===== config.mk =====
export PLATFORM = sky130hd
export DESIGN_NAME = mvt_matrix
export DESIGN_NICKNAME = d
export VERILOG_FILES = /design/src/hdl/mvt_pkg.sv /design/src/hdl/mvt_matrix.sv
export SDC_FILE = /design/constraint.sdc
export NUM_CORES = 1
export LEC_CHECK = 0
export CORE_MARGIN = 1
export CORE_UTILIZATION = 40
export DETAILED_ROUTE_END_ITERATION = 10
export DONT_BUFFER_PORTS = 1
export GPL_ROUTABILITY_DRIVEN = 0
export PLACE_DENSITY_LB_ADDON = 0.15
export SETUP_SLACK_MARGIN = 0.05
export SKIP_CTS_REPAIR_TIMING = 1
export SYNTH_ARGS = -nofsm -noshare
export SYNTH_HDL_FRONTEND = slang
export SYNTH_SLANG_ARGS = --single-unit

===== constraint.sdc =====
create_clock -name clk_i -period 29.2 [get_ports clk_i]
set_input_delay 4.38 -clock clk_i [delete_from_list [all_inputs] [get_ports clk_i]]
set_output_delay 4.38 -clock clk_i [all_outputs]
set_load 0.005 [all_outputs]

===== src/hdl/mvt_pkg.sv =====
`timescale 1ns / 1ps
`default_nettype none
// mvt_pkg: types, constants and helpers for the matrix_vector_transform block.
// No dependencies; imported by every module of the block.

package mvt_pkg;

  // Fixed-point format: signed Q(31-FracBits).FracBits
  localparam int unsigned FracBits = 16;
  localparam int unsigned QW       = 32;
  localparam int unsigned Dim      = 4;
  localparam int unsigned ProdW    = 2 * QW;     // full product
  localparam int unsigned PairW    = ProdW + 1;  // sum of two products
  localparam int unsigned SumW     = ProdW + 2;  // sum of four products

  typedef logic signed [QW-1:0]    q_t;
  typedef logic signed [ProdW-1:0] prod_t;
  typedef logic signed [PairW-1:0] pair_t;
  typedef logic signed [SumW-1:0]  sum_t;

  typedef q_t [Dim-1:0]            vec_t;
  typedef vec_t [Dim-1:0]          mat_t;    // [row][col]
  typedef prod_t [Dim-1:0][Dim-1:0] prods_t; // [result elem][term]

  localparam q_t QOne = q_t'(1 << FracBits);
  localparam q_t QMax = 32'sh7fff_ffff;
  localparam q_t QMin = 32'sh8000_0000;

  typedef enum logic [1:0] {
    ModeLoad   = 2'd0,
    ModeMatVec = 2'd1,
    ModeVecMat = 2'd2
  } mode_e;

  typedef struct packed {
    logic [1:0] mode;
    logic [1:0] row_number;
    q_t         elem_a;
    q_t         elem_b;
    q_t         elem_c;
    q_t         elem_d;
  } in_item_t;

  typedef struct packed {
    q_t   res_a;
    q_t   res_b;
    q_t   res_c;
    q_t   res_d;
    logic saturated;
  } out_item_t;

  // Operands of one multiply transaction: m is already oriented so that
  // result element i is sum over j of m[i][j] * v[j].
  typedef struct packed {
    mat_t m;
    vec_t v;
  } opnd_t;

  function automatic mat_t identity_mat();
    mat_t r;
    for (int i = 0; i < Dim; i++) begin
      for (int j = 0; j < Dim; j++) begin
        r[i][j] = (i == j) ? QOne : '0;
      end
    end
    return r;
  endfunction

endpackage

`default_nettype wire


===== src/hdl/mvt_matrix.sv =====
`timescale 1ns / 1ps
`default_nettype none
// mvt_matrix: matrix store and operand capture stage (pipeline stage 1).
// Depends on mvt_pkg.

module mvt_matrix (
  input  logic             clk_i,
  input  logic             rst_ni,
  input  logic             in_valid_i,
  output logic             in_ready_o,
  input  mvt_pkg::in_item_t in_data_i,
  output logic             s1_valid_o,
  input  logic             s1_ready_i,
  output mvt_pkg::opnd_t   s1_data_o
);
  import mvt_pkg::*;

  mat_t  matrix_q, matrix_d;
  logic  valid_q, valid_d;
  opnd_t opnd_q, opnd_d;
  logic  accept, is_load, is_mult, transpose;

  always_comb begin
    is_load   = 1'b0;
    is_mult   = 1'b0;
    transpose = 1'b0;
    case (in_data_i.mode)
      ModeLoad:   is_load = 1'b1;
      ModeMatVec: is_mult = 1'b1;
      ModeVecMat: begin
        is_mult   = 1'b1;
        transpose = 1'b1;
      end
      default: ; // unused code: dropped
    endcase
  end

  assign in_ready_o = !valid_q || s1_ready_i;
  assign accept     = in_valid_i && in_ready_o;

  always_comb begin
    matrix_d = matrix_q;
    if (accept && is_load) begin
      matrix_d[in_data_i.row_number][0] = in_data_i.elem_a;
      matrix_d[in_data_i.row_number][1] = in_data_i.elem_b;
      matrix_d[in_data_i.row_number][2] = in_data_i.elem_c;
      matrix_d[in_data_i.row_number][3] = in_data_i.elem_d;
    end
  end

  // Operands are taken from the matrix as it stands at acceptance, so a
  // later row load never reaches a transaction already in flight.
  always_comb begin
    opnd_d.v[0] = in_data_i.elem_a;
    opnd_d.v[1] = in_data_i.elem_b;
    opnd_d.v[2] = in_data_i.elem_c;
    opnd_d.v[3] = in_data_i.elem_d;
    for (int i = 0; i < Dim; i++) begin
      for (int j = 0; j < Dim; j++) begin
        opnd_d.m[i][j] = transpose ? matrix_q[j][i] : matrix_q[i][j];
      end
    end
  end

  assign valid_d = in_ready_o ? (accept && is_mult) : valid_q;

  always_ff @(posedge clk_i or negedge rst_ni) begin
    if (!rst_ni) begin
      matrix_q <= identity_mat();
      valid_q  <= 1'b0;
    end else begin
      matrix_q <= matrix_d;
      valid_q  <= valid_d;
    end
  end

  always_ff @(posedge clk_i) begin
    if (accept && is_mult) begin
      opnd_q <= opnd_d;
    end
  end

  assign s1_valid_o = valid_q;
  assign s1_data_o  = opnd_q;

  // Row load lands in the store
  a_row_load: assert property (@(posedge clk_i) disable iff (!rst_ni)
    accept && is_load |=>
      matrix_q[$past(in_data_i.row_number)][0] == $past(in_data_i.elem_a) &&
      matrix_q[$past(in_data_i.row_number)][3] == $past(in_data_i.elem_d))
    else $error("row load not stored");

  // Multiply transaction enters stage 1
  a_mult_enters: assert property (@(posedge clk_i) disable iff (!rst_ni)
    accept && is_mult |=> valid_q)
    else $error("accepted multiply missing in stage 1");

endmodule

`default_nettype wire


After elaboration in Yosys (flattened, before gate mapping)
Index checks and enable logic that the tools add are counted.
{ "totals": {"ff_bits": 1153, "word_cells": 76} }
{ "classes": {"order_cmp": 2, "eq_ne": 2, "muxes": 27, "reduce_logical": 8} }
{ "ops": {"columns": ["cell", "n"], "rows": [
  ["$bwmux W512", 4],
  ["$demux W128 S2", 4],
  ["$mux W32", 13],
  ["$mux W128", 1],
  ["$mux W96", 1],
  ["$mux W64", 1],
  ["$logic_and A1 B1 Y1", 4],
  ["$lt A2 B3 Y1 const B", 1],
  ["$mux W1", 3],
  ["$eq A2 B1 Y1 const B", 1],
  ["$eq A2 B2 Y1 const B", 1],
  ["$ge A2 B1 Y1 const B", 1],
  ["$logic_not A2 Y1", 1],
  ["$reduce_or A2 Y1", 1],
  ["$logic_not A1 Y1", 1],
  ["$logic_or A1 B1 Y1", 1]
]} }

Logic depth before layout (Yosys ltp)
{ "logic_depth": {"word_depth": 8, "ltp_mapped": 7, "mapped_depth_nobuf": 5} }

Worst setup path after synthesis
No wires, ideal clock.
{ "synth_path": {"path_kind": "input to register", "start": "in in_data_i[130] (netlist bit)", "end": "reg opnd_q (netlist bit s1_data_o[0]), enable pin", "t_arrival_ps": 31364, "required_time_ps": 27532, "slack_ps": -3831, "cell_stages": 4, "path_cell_list": "inv_1 -> ha_1 -> nand2_1 -> nor2_1"} }
{ "synth_between": {"elab_chain_cells": 4, "word_cells_on_any_way": 5, "cone_classes": "eq/ne: 2; mux: 1; reduce/logical: 2"} }
{ "synth_rtl": {"columns": ["item", "line", "source"], "rows": [
  ["start: declaration", "mvt_matrix.sv:11", "input mvt_pkg::in_item_t in_data_i,"],
  ["$eq A2 B2 Y1 / $eq A2 B1 Y1 (equally long branches)", "mvt_matrix.sv:27", "case (in_data_i.mode)"],
  ["$reduce_or A2 Y1 (no line) *", null, null],
  ["$mux W1 *", "mvt_matrix.sv:27", null],
  ["$logic_and A1 B1 Y1 *", "mvt_matrix.sv:78", "if (accept && is_mult) begin"],
  ["end signal: assignment", "mvt_matrix.sv:79", "opnd_q <= opnd_d;"],
  ["end: declaration", "mvt_matrix.sv:20", "opnd_t opnd_q, opnd_d;"]
]} }
Mark *: on every way between the ends. The rest lies on a longest branch, timed or not.
A chain may end at the register's enable or synchronous reset.

Worst setup path after layout
{ "layout_path": {"start": "in s1_ready_i", "end": "out in_ready_o"} }
{ "layout_between": {"elab_chain_cells": 1} }
{ "layout_rtl": {"columns": ["item", "line", "source"], "rows": [
  ["start: declaration", "mvt_matrix.sv:13", "input logic s1_ready_i,"],
  ["$logic_or A1 B1 Y1", "mvt_matrix.sv:38", "assign in_ready_o = !valid_q || s1_ready_i;"],
  ["end: declaration", "mvt_matrix.sv:10", "output logic in_ready_o,"]
]} }
Every way passes these cells.

==> results.py <==
metrics = {
    "floorplanning": {
        "ios": 778,
        "start_util": 0.404,
        "num_rows": 121,
        "die_height_um": 334,
        "core_area_um2": 109000,
        "die_area_um2": 111000,
        "die_w_um": 334,
    },
    "timing": {
        "period_needed_ns": 9.19,
        "report.final.slew_viol_count": 0,
        "tns_ns": 0,
        "slew_headroom": 0.0336,
        "max_slew.worst_pin.slew_ns": 1.45,
        "fin_crit_sh": 0.315,
        "max_freq_mhz": 109,
        "skew_ns": 0.0191,
        "final-hold-violation-count": 0,
        "setup_viol": 0,
        "rsz0062_at_grt": "false",
    },
    "setup_path": {
        "cp_slowest_stage_delay_ns": 0.29,
        "criticalPathCategory": "in2out",
        "crit_required_ns": 24.82,
        "timing.reg2reg.setup_slack_ns": 23.96,
        "crit_fanout": 6,
        "crit_path_start_kind": "input port",
        "path_buf_inv": 1,
        "cp.arrival_ns": 4.81,
        "worstPathCellList": "nor2b_4, inv_1",
        "crit_family": "simple AND/OR/NAND/NOR gates",
        "cp_slowest_cell": "nor2b_4",
        "crit_path_end_kind": "primary output",
    },
    "cts": {
        "cts_buffer_depth": 3,
        "clock_sinks": 1153,
        "cts.htree.levels": 3,
        "cts-buffers-inserted": 117,
        "clk_latency_ns": 0.69,
        "cts.clk_slew.worst_paths_ns": 0.06,
        "cts-root-buf": "clkbuf_16",
        "cts_tree": "done",
    },
    "power": {
        "leakage_nw": 18.8,
        "p_sw_mw": 0.965,
        "combPwrFrac": 0.098,
        "powerDensity_nw_per_um2": 86.6,
        "irDropWorstVdd_uv": 48.1,
        "power_frac_seq": 0.531,
        "clkPwrFrac": 0.370,
        "sw_frac_of_total": 0.227,
        "p_int_mw": 3.29,
    },
    "global_route": {
        "grt_pass1_wl_mm": 153,
        "grt_max_degree": 514,
        "grt_pass1_vias": 20400,
        "track_usage": 0.188,
        "antenna_found_initial": 7,
        "gr-total-overflow": 0,
    },
    "synthesis": {
        "ys.flop_type": "edfxtp_1",
        "synthMuxAreaShare": 0.246,
        "synth_top_family_by_area": "multiplexers",
        "synthAdderAreaFrac": 0.000569,
        "synthCells": 2163,
        "synth.area.top_cells": "edfxtp_1, dfrtp_1, mux2_2",
        "synth_top_area_cell": "edfxtp_1",
        "synth.most_common_cell": "mux2_2",
        "synth_compound_area_frac": 0,
        "synth_fp_nets": 2301,
        "synth_xor_xnor_area_share": 0,
        "yosys-top-cells-count": "mux2_2, edfxtp_1, dfrtp_1",
        "yosys_warnings": 0,
        "ys_seq_area_frac": 0.728,
        "yosysTopAreaCellShare": 0.437,
        "netlist_area_um2": 44000,
        "avgSynthCellArea_um2": 20.3,
        "ys_ff_latch": 1153,
        "synthArstFlopShare": 0.445,
        "synth_edf_count": 640,
        "synth-simple-area-share": 0.00239,
        "synthDistinctLibCells": 20,
    },
    "cells_and_area": {
        "drive_above_1_share": 0.471,
        "fin_util": 0.451,
        "area_delta_synth_final_pct": 11.7,
        "multiInputGateArea_um2": 11000,
        "nFillCells": 9226,
        "final_nets": 2345,
        "seqCellArea_um2": 32100,
    },
    "drt": {
        "wl_mm": 106,
        "vias": 19400,
        "drt-pass1-iter-count": 4,
        "wire_per_inst_um": 28.5,
        "vias_per_cell": 5.21,
        "postRouteAntennaNets": 0,
        "drtIter0Drc": 1018,
        "drc": 0,
    },
    "flow_run": {
        "maxCapViolCount": 0,
    },
    "outcome": {
        "status": "completed",
    },
    "min_path": {
        "hold_path.class": "reg2reg",
    },
    "place": {
        "port_buffers": 0,
        "hpwlAfterDp_mm": 65.7,
    },
}
## power by group through the flow
stage | logic [mW] | clock network [mW] | registers, mW
after detailed placement | 0.418 | 0 | 2.29
after global placement | 0.403 | 0 | 2.28
after floorplan | 0.367 | 0 | 2.24
after global routing | 0.454 | 1.68 | 2.30
final | 0.419 | 1.58 | 2.26
after CTS | 0.423 | 1.62 | 2.27
## layer usage
layer	global-route usage	up-vias	part of all wire
met3	0.0654	142	0.081
met5	0	-	0
li1	-	8280	-
met4	0.0635	0	0.027
met1	0.232	10400	0.40
met2	0.309	650	0.49
## cell families (layout without fill, tap and decap cells)
family	count (synthesis)	in the layout
adders and majority gates	2	2
muxes	896	896
DFF	1153	1153
other	0	1
and+or+nand+nor	10	10
buffers and inverters	102	251
## per-stage QoR
stage                     power, mW  instance area, um2  hold slack, ns  std cells  worst slack, ns
after global routing           4.43               49200           0.447       3726            20.00
after global placement         2.69               45100           0.428       3502            19.82
final                          4.26               49200           0.435       3727            20.01
after floorplan                2.60               44000           0.421       2163             7.22
after detailed placement       2.71               45100           0.428       3502            19.60
after CTS                      4.31               49200           0.436       3726            20.01
## cells in the final DEF, fill, tap and decap left out, drive strengths merged
| cell type | netlist | final |
|---|---|---|
| mux2 | 896 | 896 |
| nor2 | 1 | 1 |
| inv | 3 | 8 |
| nor3 | 1 | 1 |
| buf | 93 | 24 |
| edfxtp | 640 | 640 |
| clkinv | 0 | 43 |
| nor4 | 1 | 1 |
| dfrtp | 509 | 509 |
| clkbuf | 6 | 156 |
| ha | 2 | 2 |
| dfstp | 4 | 4 |
| nor4b | 2 | 2 |
| diode | 0 | 1 |
| nand2 | 4 | 4 |
| bufinv | 0 | 16 |
| clkinvlp | 0 | 4 |
| nor2b | 1 | 1 |
## sequential cells by signal (all words and copies together), names as in the netlist
signal / count
matrix_q: 512
s1_valid_o: 1
s1_data_o: 640
## worst paths after layout
kind                            depth (start not counted)         start             end
worst min-delay path                                    0  matrix_q[14]  s1_data_o[142]
max in group asynchronous                               0        rst_ni   matrix_q[431]
worst max register to register                          6    s1_valid_o  s1_data_o[494]
worst min register to register                          0  matrix_q[14]  s1_data_o[142]
worst max-delay path                                    2    s1_ready_i      in_ready_o
min in group asynchronous                               0        rst_ni   matrix_q[351]
## cell type report
cell class | instances | area share
inverters | 3 | 0.000229
clock inverters | 68 | 0.0158
multi-input cells | 908 | 0.224
diodes | 1 | 0.0000509
well taps | 1414 | 0.0360
repair buffers | 24 | 0.00417
clock buffers | 156 | 0.0681
flip-flops and latches | 1153 | 0.652
(Power assumes the default switching activity.)
