## config.mk

```make
export PLATFORM = sky130hd
export DESIGN_NAME = mvt_reduce
export DESIGN_NICKNAME = d
export VERILOG_FILES = /design/src/hdl/mvt_pkg.sv /design/src/hdl/mvt_reduce.sv
export SDC_FILE = /design/constraint.sdc
export NUM_CORES = 2
export LEC_CHECK = 0
export CORE_AREA = 2 2 449 451
export CTS_CLUSTER_DIAMETER = 30
export DETAILED_ROUTE_END_ITERATION = 10
export DIE_AREA = 0 0 451 453
export DONT_BUFFER_PORTS = 1
export GPL_TIMING_DRIVEN = 1
export MAX_ROUTING_LAYER = met4
export SYNTH_ARGS = -nofsm -noshare
export SYNTH_HDL_FRONTEND = slang
export SYNTH_SLANG_ARGS = --single-unit
```

## constraint.sdc

```tcl
create_clock -name clk_i -period 15.08 [get_ports clk_i]
set_input_delay 0.754 -clock clk_i [delete_from_list [all_inputs] [get_ports clk_i]]
set_output_delay 0.754 -clock clk_i [all_outputs]
set_load 0.01 [all_outputs]
```

## src/hdl/mvt_pkg.sv

```systemverilog
`timescale 1ns / 1ps
`default_nettype none
// mvt_pkg: types, constants and helpers for the matrix_vector_transform block.
// No dependencies; imported by every module of the block.

package mvt_pkg;

  // Fixed-point format: signed Q(31-FracBits).FracBits
  localparam int unsigned FracBits = 16;
  localparam int unsigned QW       = 32;
  localparam int unsigned Dim      = 4;
  localparam int unsigned ProdW    = 2 * QW;     // full product
  localparam int unsigned PairW    = ProdW + 1;  // sum of two products
  localparam int unsigned SumW     = ProdW + 2;  // sum of four products

  typedef logic signed [QW-1:0]    q_t;
  typedef logic signed [ProdW-1:0] prod_t;
  typedef logic signed [PairW-1:0] pair_t;
  typedef logic signed [SumW-1:0]  sum_t;

  typedef q_t [Dim-1:0]            vec_t;
  typedef vec_t [Dim-1:0]          mat_t;    // [row][col]
  typedef prod_t [Dim-1:0][Dim-1:0] prods_t; // [result elem][term]

  localparam q_t QOne = q_t'(1 << FracBits);
  localparam q_t QMax = 32'sh7fff_ffff;
  localparam q_t QMin = 32'sh8000_0000;

  typedef enum logic [1:0] {
    ModeLoad   = 2'd0,
    ModeMatVec = 2'd1,
    ModeVecMat = 2'd2
  } mode_e;

  typedef struct packed {
    logic [1:0] mode;
    logic [1:0] row_number;
    q_t         elem_a;
    q_t         elem_b;
    q_t         elem_c;
    q_t         elem_d;
  } in_item_t;

  typedef struct packed {
    q_t   res_a;
    q_t   res_b;
    q_t   res_c;
    q_t   res_d;
    logic saturated;
  } out_item_t;

  // Operands of one multiply transaction: m is already oriented so that
  // result element i is sum over j of m[i][j] * v[j].
  typedef struct packed {
    mat_t m;
    vec_t v;
  } opnd_t;

  function automatic mat_t identity_mat();
    mat_t r;
    for (int i = 0; i < Dim; i++) begin
      for (int j = 0; j < Dim; j++) begin
        r[i][j] = (i == j) ? QOne : '0;
      end
    end
    return r;
  endfunction

endpackage

`default_nettype wire

```

## src/hdl/mvt_reduce.sv

```systemverilog
`timescale 1ns / 1ps
`default_nettype none
// mvt_reduce: pair sums, final sums, shift and saturation (stages 3 to 5).
// Depends on mvt_pkg; stage 5 is the block's output register.

module mvt_reduce (
  input  logic              clk_i,
  input  logic              rst_ni,
  input  logic              s2_valid_i,
  output logic              s2_ready_o,
  input  mvt_pkg::prods_t   s2_data_i,
  output logic              out_valid_o,
  input  logic              out_ready_i,
  output mvt_pkg::out_item_t out_data_o
);
  import mvt_pkg::*;

  logic v3_q, v4_q, v5_q;
  logic r3, r4, r5;
  pair_t [Dim-1:0][1:0] pair_q, pair_d;
  sum_t  [Dim-1:0]      sum_q, sum_d;
  sum_t  [Dim-1:0]      shifted;
  q_t    [Dim-1:0]      res_d;
  logic  [Dim-1:0]      sat_d;
  out_item_t            out_q, out_d;

  assign r5         = !v5_q || out_ready_i;
  assign r4         = !v4_q || r5;
  assign r3         = !v3_q || r4;
  assign s2_ready_o = r3;

  always_comb begin
    for (int i = 0; i < Dim; i++) begin
      pair_d[i][0] = pair_t'(s2_data_i[i][0]) + pair_t'(s2_data_i[i][1]);
      pair_d[i][1] = pair_t'(s2_data_i[i][2]) + pair_t'(s2_data_i[i][3]);
      sum_d[i]     = sum_t'(pair_q[i][0]) + sum_t'(pair_q[i][1]);
    end
  end

  // Floor shift of the exact sum, then clamp to 32-bit range
  always_comb begin
    for (int i = 0; i < Dim; i++) begin
      shifted[i] = sum_q[i] >>> FracBits;
      if (shifted[i] > sum_t'(QMax)) begin
        res_d[i] = QMax;
        sat_d[i] = 1'b1;
      end else if (shifted[i] < sum_t'(QMin)) begin
        res_d[i] = QMin;
        sat_d[i] = 1'b1;
      end else begin
        res_d[i] = shifted[i][QW-1:0];
        sat_d[i] = 1'b0;
      end
    end
    out_d.res_a     = res_d[0];
    out_d.res_b     = res_d[1];
    out_d.res_c     = res_d[2];
    out_d.res_d     = res_d[3];
    out_d.saturated = |sat_d;
  end

  always_ff @(posedge clk_i or negedge rst_ni) begin
    if (!rst_ni) begin
      v3_q <= 1'b0;
      v4_q <= 1'b0;
      v5_q <= 1'b0;
    end else begin
      if (r3) v3_q <= s2_valid_i;
      if (r4) v4_q <= v3_q;
      if (r5) v5_q <= v4_q;
    end
  end

  always_ff @(posedge clk_i) begin
    if (r3 && s2_valid_i) pair_q <= pair_d;
    if (r4 && v3_q)       sum_q  <= sum_d;
    if (r5 && v4_q)       out_q  <= out_d;
  end

  assign out_valid_o = v5_q;
  assign out_data_o  = out_q;

  // Flag set only if some element sits at a rail
  a_sat_rail: assert property (@(posedge clk_i) disable iff (!rst_ni)
    v5_q && out_q.res_a != QMax && out_q.res_a != QMin &&
    out_q.res_b != QMax && out_q.res_b != QMin &&
    out_q.res_c != QMax && out_q.res_c != QMin &&
    out_q.res_d != QMax && out_q.res_d != QMin |-> !out_q.saturated)
    else $error("saturated flag without clamped element");

  // Stage 4 moves into the output register when it is free
  a_s4_to_out: assert property (@(posedge clk_i) disable iff (!rst_ni)
    v4_q && r5 |=> v5_q)
    else $error("stage 4 transaction lost");

endmodule

`default_nettype wire

```

# Word-level counts from Yosys, hierarchy flattened
# Cells that the tools add are included.
# word_totals
in_bits,1028
out_inout_bits,131
word_cells,62
ff_bits,916
# op_classes
magnitude_cmp,8
addsub,12
n_reduce_logical,10
muxes,12
# ops
cell,n
$add A64 B64 Y65,8
$add A65 B65 Y66,4
$gt A50 B32 Y1 const B,4
$lt A50 B32 Y1 const B,4
$mux W32,4
$mux W1,8
$reduce_or A4 Y1,1
$logic_and A1 B1 Y1,3
$logic_not A1 Y1,3
$logic_or A1 B1 Y1,3

# Longest topological paths before layout
# logic_depth
ltp_word,5
ltp_mapped,13
ltp_nobuf,13

# Least setup slack after synthesis
# Ideal clock, no wire load.
# synth_timing
path_kind,input to register
startpoint,input port out_ready_i
endpoint,"register pair_q[0] in the netlist's numbering, enable pin"
setup_ns,0.954
setup_slack_ns,1.376
path_buffers,0
t_arrival_ns,12.750
t_required_ns,14.126
path_stages,3
path_cell_list,nor2b_1 -> nand3_1 -> and2_1
# synth_between
elab_chain_len,4
# synth_rtl
item,line,source
"start, declared",mvt_reduce.sv:13,"input logic out_ready_i,"
$logic_or A1 B1 Y1,mvt_reduce.sv:27,assign r5 = !v5_q || out_ready_i;
$logic_or A1 B1 Y1,mvt_reduce.sv:28,assign r4 = !v4_q || r5;
$logic_or A1 B1 Y1,mvt_reduce.sv:29,assign r3 = !v3_q || r4;
net s2_ready_o,mvt_reduce.sv:10,"output logic s2_ready_o,"
$logic_and A1 B1 Y1,mvt_reduce.sv:75,if (r3 && s2_valid_i) pair_q <= pair_d;
"end signal, assigned",mvt_reduce.sv:75,
"end, declared",mvt_reduce.sv:20,"pair_t [Dim-1:0][1:0] pair_q, pair_d;"
# The timed path passes the listed nets, and every way through them passes these cells.
# A chain may end at the register's enable or synchronous reset.

# Final worst setup path
# layout_timing
startpoint,register v5_q (netlist: out_valid_o)
endpoint,"register pair_q[138] in the netlist's numbering, enable pin"
# layout_between
elab_chain_len,5
# layout_rtl
item,line,source
"start, declared",mvt_reduce.sv:18,"logic v3_q, v4_q, v5_q;"
"start signal, assigned",mvt_reduce.sv:70,if (r5) v5_q <= v4_q;
$logic_not A1 Y1,mvt_reduce.sv:27,
$logic_or A1 B1 Y1,mvt_reduce.sv:27,
$logic_or A1 B1 Y1,mvt_reduce.sv:28,
$logic_or A1 B1 Y1,mvt_reduce.sv:29,
net s2_ready_o,mvt_reduce.sv:10,
$logic_and A1 B1 Y1,mvt_reduce.sv:75,
# The timed path passes the listed nets, and every way through them passes these cells.

==> summary.txt <==
Synth
  – Post-synthesis cell count: 7163
  – Main synth FF type: edfxtp_1
  – Most numerous cell in the Yosys netlist: a21oi_1
  – Top cell type by total area after synthesis: edfxtp_1
  – Distinct cells, synth: 107
  – Simple-Gate Fraction of Synth Area: 13.7%
  – Synth Area in Compound Gates: 23.0%
  – Synth top area share: 37.6%
  – Netlist Area Pre-Place: 0.0678 mm²
  – Post-Synth Adder-Cell Area: 14.4%
  – Main combinational cell family by area after synthesis: compound AO/OA/AOI/OAI gates
  – Synthesis-stage register bit count: 852
  – Syn_nets: 8967
  – Ys Warns: 0
  – Top post-synthesis cells by area: edfxtp_1, ha_1, a21oi_1
  – XOR/XNOR Fraction of Synth Area: 8.61%
  – Top cells by count, synth: a21oi_1, edfxtp_1, ha_1, nor2_1, nand2_1
  – Mapped Avg Cell Area: 9.47 µm²
  – Mux contribution to synthesized area: 0.0295%
  – Post-synth EDFFs: 849
  – Sequential cell area fraction in the yosys report: 37.7%
  – Async set-or-reset flop fraction in the synthesized netlist: 0.352%

Drt
  – WL final: 259000 µm
  – Post-route ant nets: 0
  – DRC Markers: 0
  – Routed len/inst: 25.8 µm
  – Drt via density: 5.75
  – Vias: 57700
  – DRT iter0 DRCs: 4906
  – Initial DRT Pass Iterations: 6

Layout
  – P&R area growth vs syn: 14.7%
  – Reg area: 0.0256 mm²
  – FILL cells: 19700
  – Multi-input logic area: 0.0405 mm²
  – Layout cell share with drive strength beyond 1: 6.60%
  – Fin nets: 8942
  – Post-layout util: 39.1%
  – Finished Layout Cells: 10000

Power
  – Leak: 31.1 nW
  – Pwr Density: 148 mW/mm²
  – Maximum VDD drop: 0.112 mV

Worst setup path
  – WP depth: 6
  – Arrival time worst endpoint: 4640 ps
  – Most used cell, CP: buf_4
  – Critical Path Start Type: flop
  – Worst R2R Path Depth: 6
  – CP endpoint kind: flop
  – Reg2reg setup slack: 10870 ps
  – Worst Path Required: 15500 ps
  – Critical path origin: out_valid_o
  – Critical R2R Capture: pair_q[138]
  – Setup crit end: pair_q[138]
  – R2R Path Start: out_valid_o
  – Crit path buf inv count: 3
  – Crit-path max FO: 71
  – Critical path's top delay family: buffers and inverters
  – CP peak stage delay: 860 ps
  – CP Class: flop to flop
  – Crit-path slowest cell: buf_4
  – Critical Path, Cell by Cell: nor2b_1 -> nand3_1 -> and2_4 -> buf_4 -> buf_4 -> buf_4

Clocking
  – Num CTS Buffers: 205
  – CTS sink cnt: 852
  – Post-CTS setup buffer count: 0
  – Clock-pin transition on the worst setup and hold timing paths: 50 ps
  – Clock Path Buffers: 3
  – CTS tree: built
  – Post-cts repair resize count: 0
  – Skew-Pair Late Insertion Delay: 840 ps
  – Post-CTS Hold Fix Bufs: 2
  – Root Buffer: clkbuf_16
  – H-tree Lvls: 4

GRT
  – Initial antenna violation count: 95
  – First-pass GRT wire length: 371000 µm
  – Remaining Overflow, GRT: 0
  – Vias in the first global route: 56000
  – Largest net degree at the start of global routing: 74
  – Total GRT Usage: 25.0%

STA
  – Final-report setup violation count: 0
  – RSZ-0062 raised after global routing: no
  – Slew headroom: 20.7%
  – Part of the cycle the worst path needs: 27.9%
  – Fmax: 237 MHz
  – Final TNS setup: 0 ps
  – Slew Viols, Final: 0
  – Worst Skew: 59.6 ps
  – Final hold vios: 0
  – Min cycle time layout: 4210 ps
  – Least-Margin Pin Slew: 1160 ps

Die
  – Starting Density: 34.0%
  – Row count: 164
  – Horiz. Die Dim: 451 µm
  – Top Ports: 1159
  – Die H: 453 µm
  – Die area: 0.204 mm²
  – Core area: 0.199 mm²

Hold path
  – Hold WC Path Type: input port to flop

Outcome
  – Run status: finished, final reports clean

Job
  – Max-capacitance violation count: 0

Placement
  – PortBufs: 0
  – Dpl hpwl: 216000 µm
  – Placed cells: 9585
  – GPL Wtd Cong: 1.04
metrics by stage:
stage	total power [W]	hold slack (ps)	setup slack, ps	area, µm²
after CTS	0.0115	42.3	10720	77600
after floorplan	0.00589	449	1380	67800
after global placement	0.00685	458	10110	70300
final	0.0115	135	10870	77800
after global routing	0.0120	86.1	10490	77800
after detailed placement	0.00686	458	10100	70300
cells in the final DEF, fill, tap and decap left out, types with 21 or more instances in the layout:
| cell type | Yosys | routed |
|---|---|---|
| clkinv_4 | 0 | 21 |
| o21bai_1 | 141 | 141 |
| o31ai_1 | 42 | 42 |
| o21ai_1 | 33 | 32 |
| o21ai_0 | 431 | 431 |
| a211oi_1 | 66 | 66 |
| nand4_1 | 227 | 227 |
| xnor2_1 | 402 | 402 |
| diode_2 | 0 | 65 |
| xor2_1 | 265 | 265 |
| nand2_1 | 559 | 559 |
| ha_1 | 768 | 768 |
| nor3_1 | 79 | 79 |
| and3_1 | 54 | 54 |
| clkinvlp_4 | 0 | 30 |
| nor2_1 | 568 | 565 |
| bufinv_16 | 0 | 33 |
| nand2b_1 | 57 | 57 |
| or2_2 | 29 | 29 |
| a21oi_1 | 871 | 871 |
| a31oi_1 | 78 | 78 |
| edfxtp_1 | 849 | 849 |
| nand3_1 | 138 | 138 |
| nor2b_1 | 80 | 80 |
| clkinv_1 | 0 | 21 |
| buf_4 | 2 | 28 |
| clkbuf_16 | 0 | 206 |
| and2_1 | 43 | 40 |
| o211ai_1 | 34 | 34 |
| inv_6 | 0 | 25 |
| o21a_1 | 76 | 75 |
| nor4_1 | 41 | 41 |
| a21o_1 | 428 | 428 |
| inv_1 | 188 | 188 |
sequential cells by signal, indices dropped and copies added (netlist names):
signal       count
out_data_o     129
out_valid_o      1
pair_q         520
shifted        200
v3_q             1
v4_q             1
worst reg2reg max path: cells and delay by family (launching register included):
kind	cells	cell delay [ps]
buf+inv	3	2500
flops	1	420
simple gates	3	880
report_power, final:
group	total [W]	switching [W]	internal (W)
Clock	0.00460	0.00151	0.00309
Sequential	0.00355	0.000254	0.00330
Combinational	0.00333	0.00210	0.00123
Total	0.0115	0.00387	0.00762
routing by layer:
| layer | global-route usage [%] | vias up | routed length [µm] |
|---|---|---|---|
| met1 | 29.4 | 27800 | 105000 |
| li1 | - | 27100 | - |
| met5 | - | - | 0 |
| met4 | 12.1 | 0 | 12300 |
| met2 | 40.9 | 2332 | 125000 |
| met3 | 4.99 | 514 | 17300 |
cell families after synthesis:
kind of cell | Yosys count
muxes | 2
xor gates and xnor gates | 667
DFF | 852
buffers and inverters | 450
adders and majority gates | 776
and+or+nand+nor | 1958
AOI/OAI and AO/OA | 2458
how the worst min path moves through the flow:
stage	from	slack, ps	cells past startpoint	to
floorplan	v3_q	450	1	v4_q
global placement	rst_ni	460	0	v4_q
detailed placement	rst_ni	460	0	out_valid_o
CTS	out_ready_i	40	2	out_valid_o
global route	s2_data_i[576]	90	1	pair_q[260]
finish	s2_data_i[576]	130	1	pair_q[260]
layout make-up:
cell class | count | area share (%)
multi-input combinational | 5861 | 52.1
sequential | 852 | 32.9
clock buffer | 225 | 6.72
tap | 2656 | 4.27
clock inverter | 162 | 2.64
inverter | 188 | 0.907
timing repair buffer | 30 | 0.296
antenna | 65 | 0.209
Note: power is estimated with default switching activity, not from simulation.
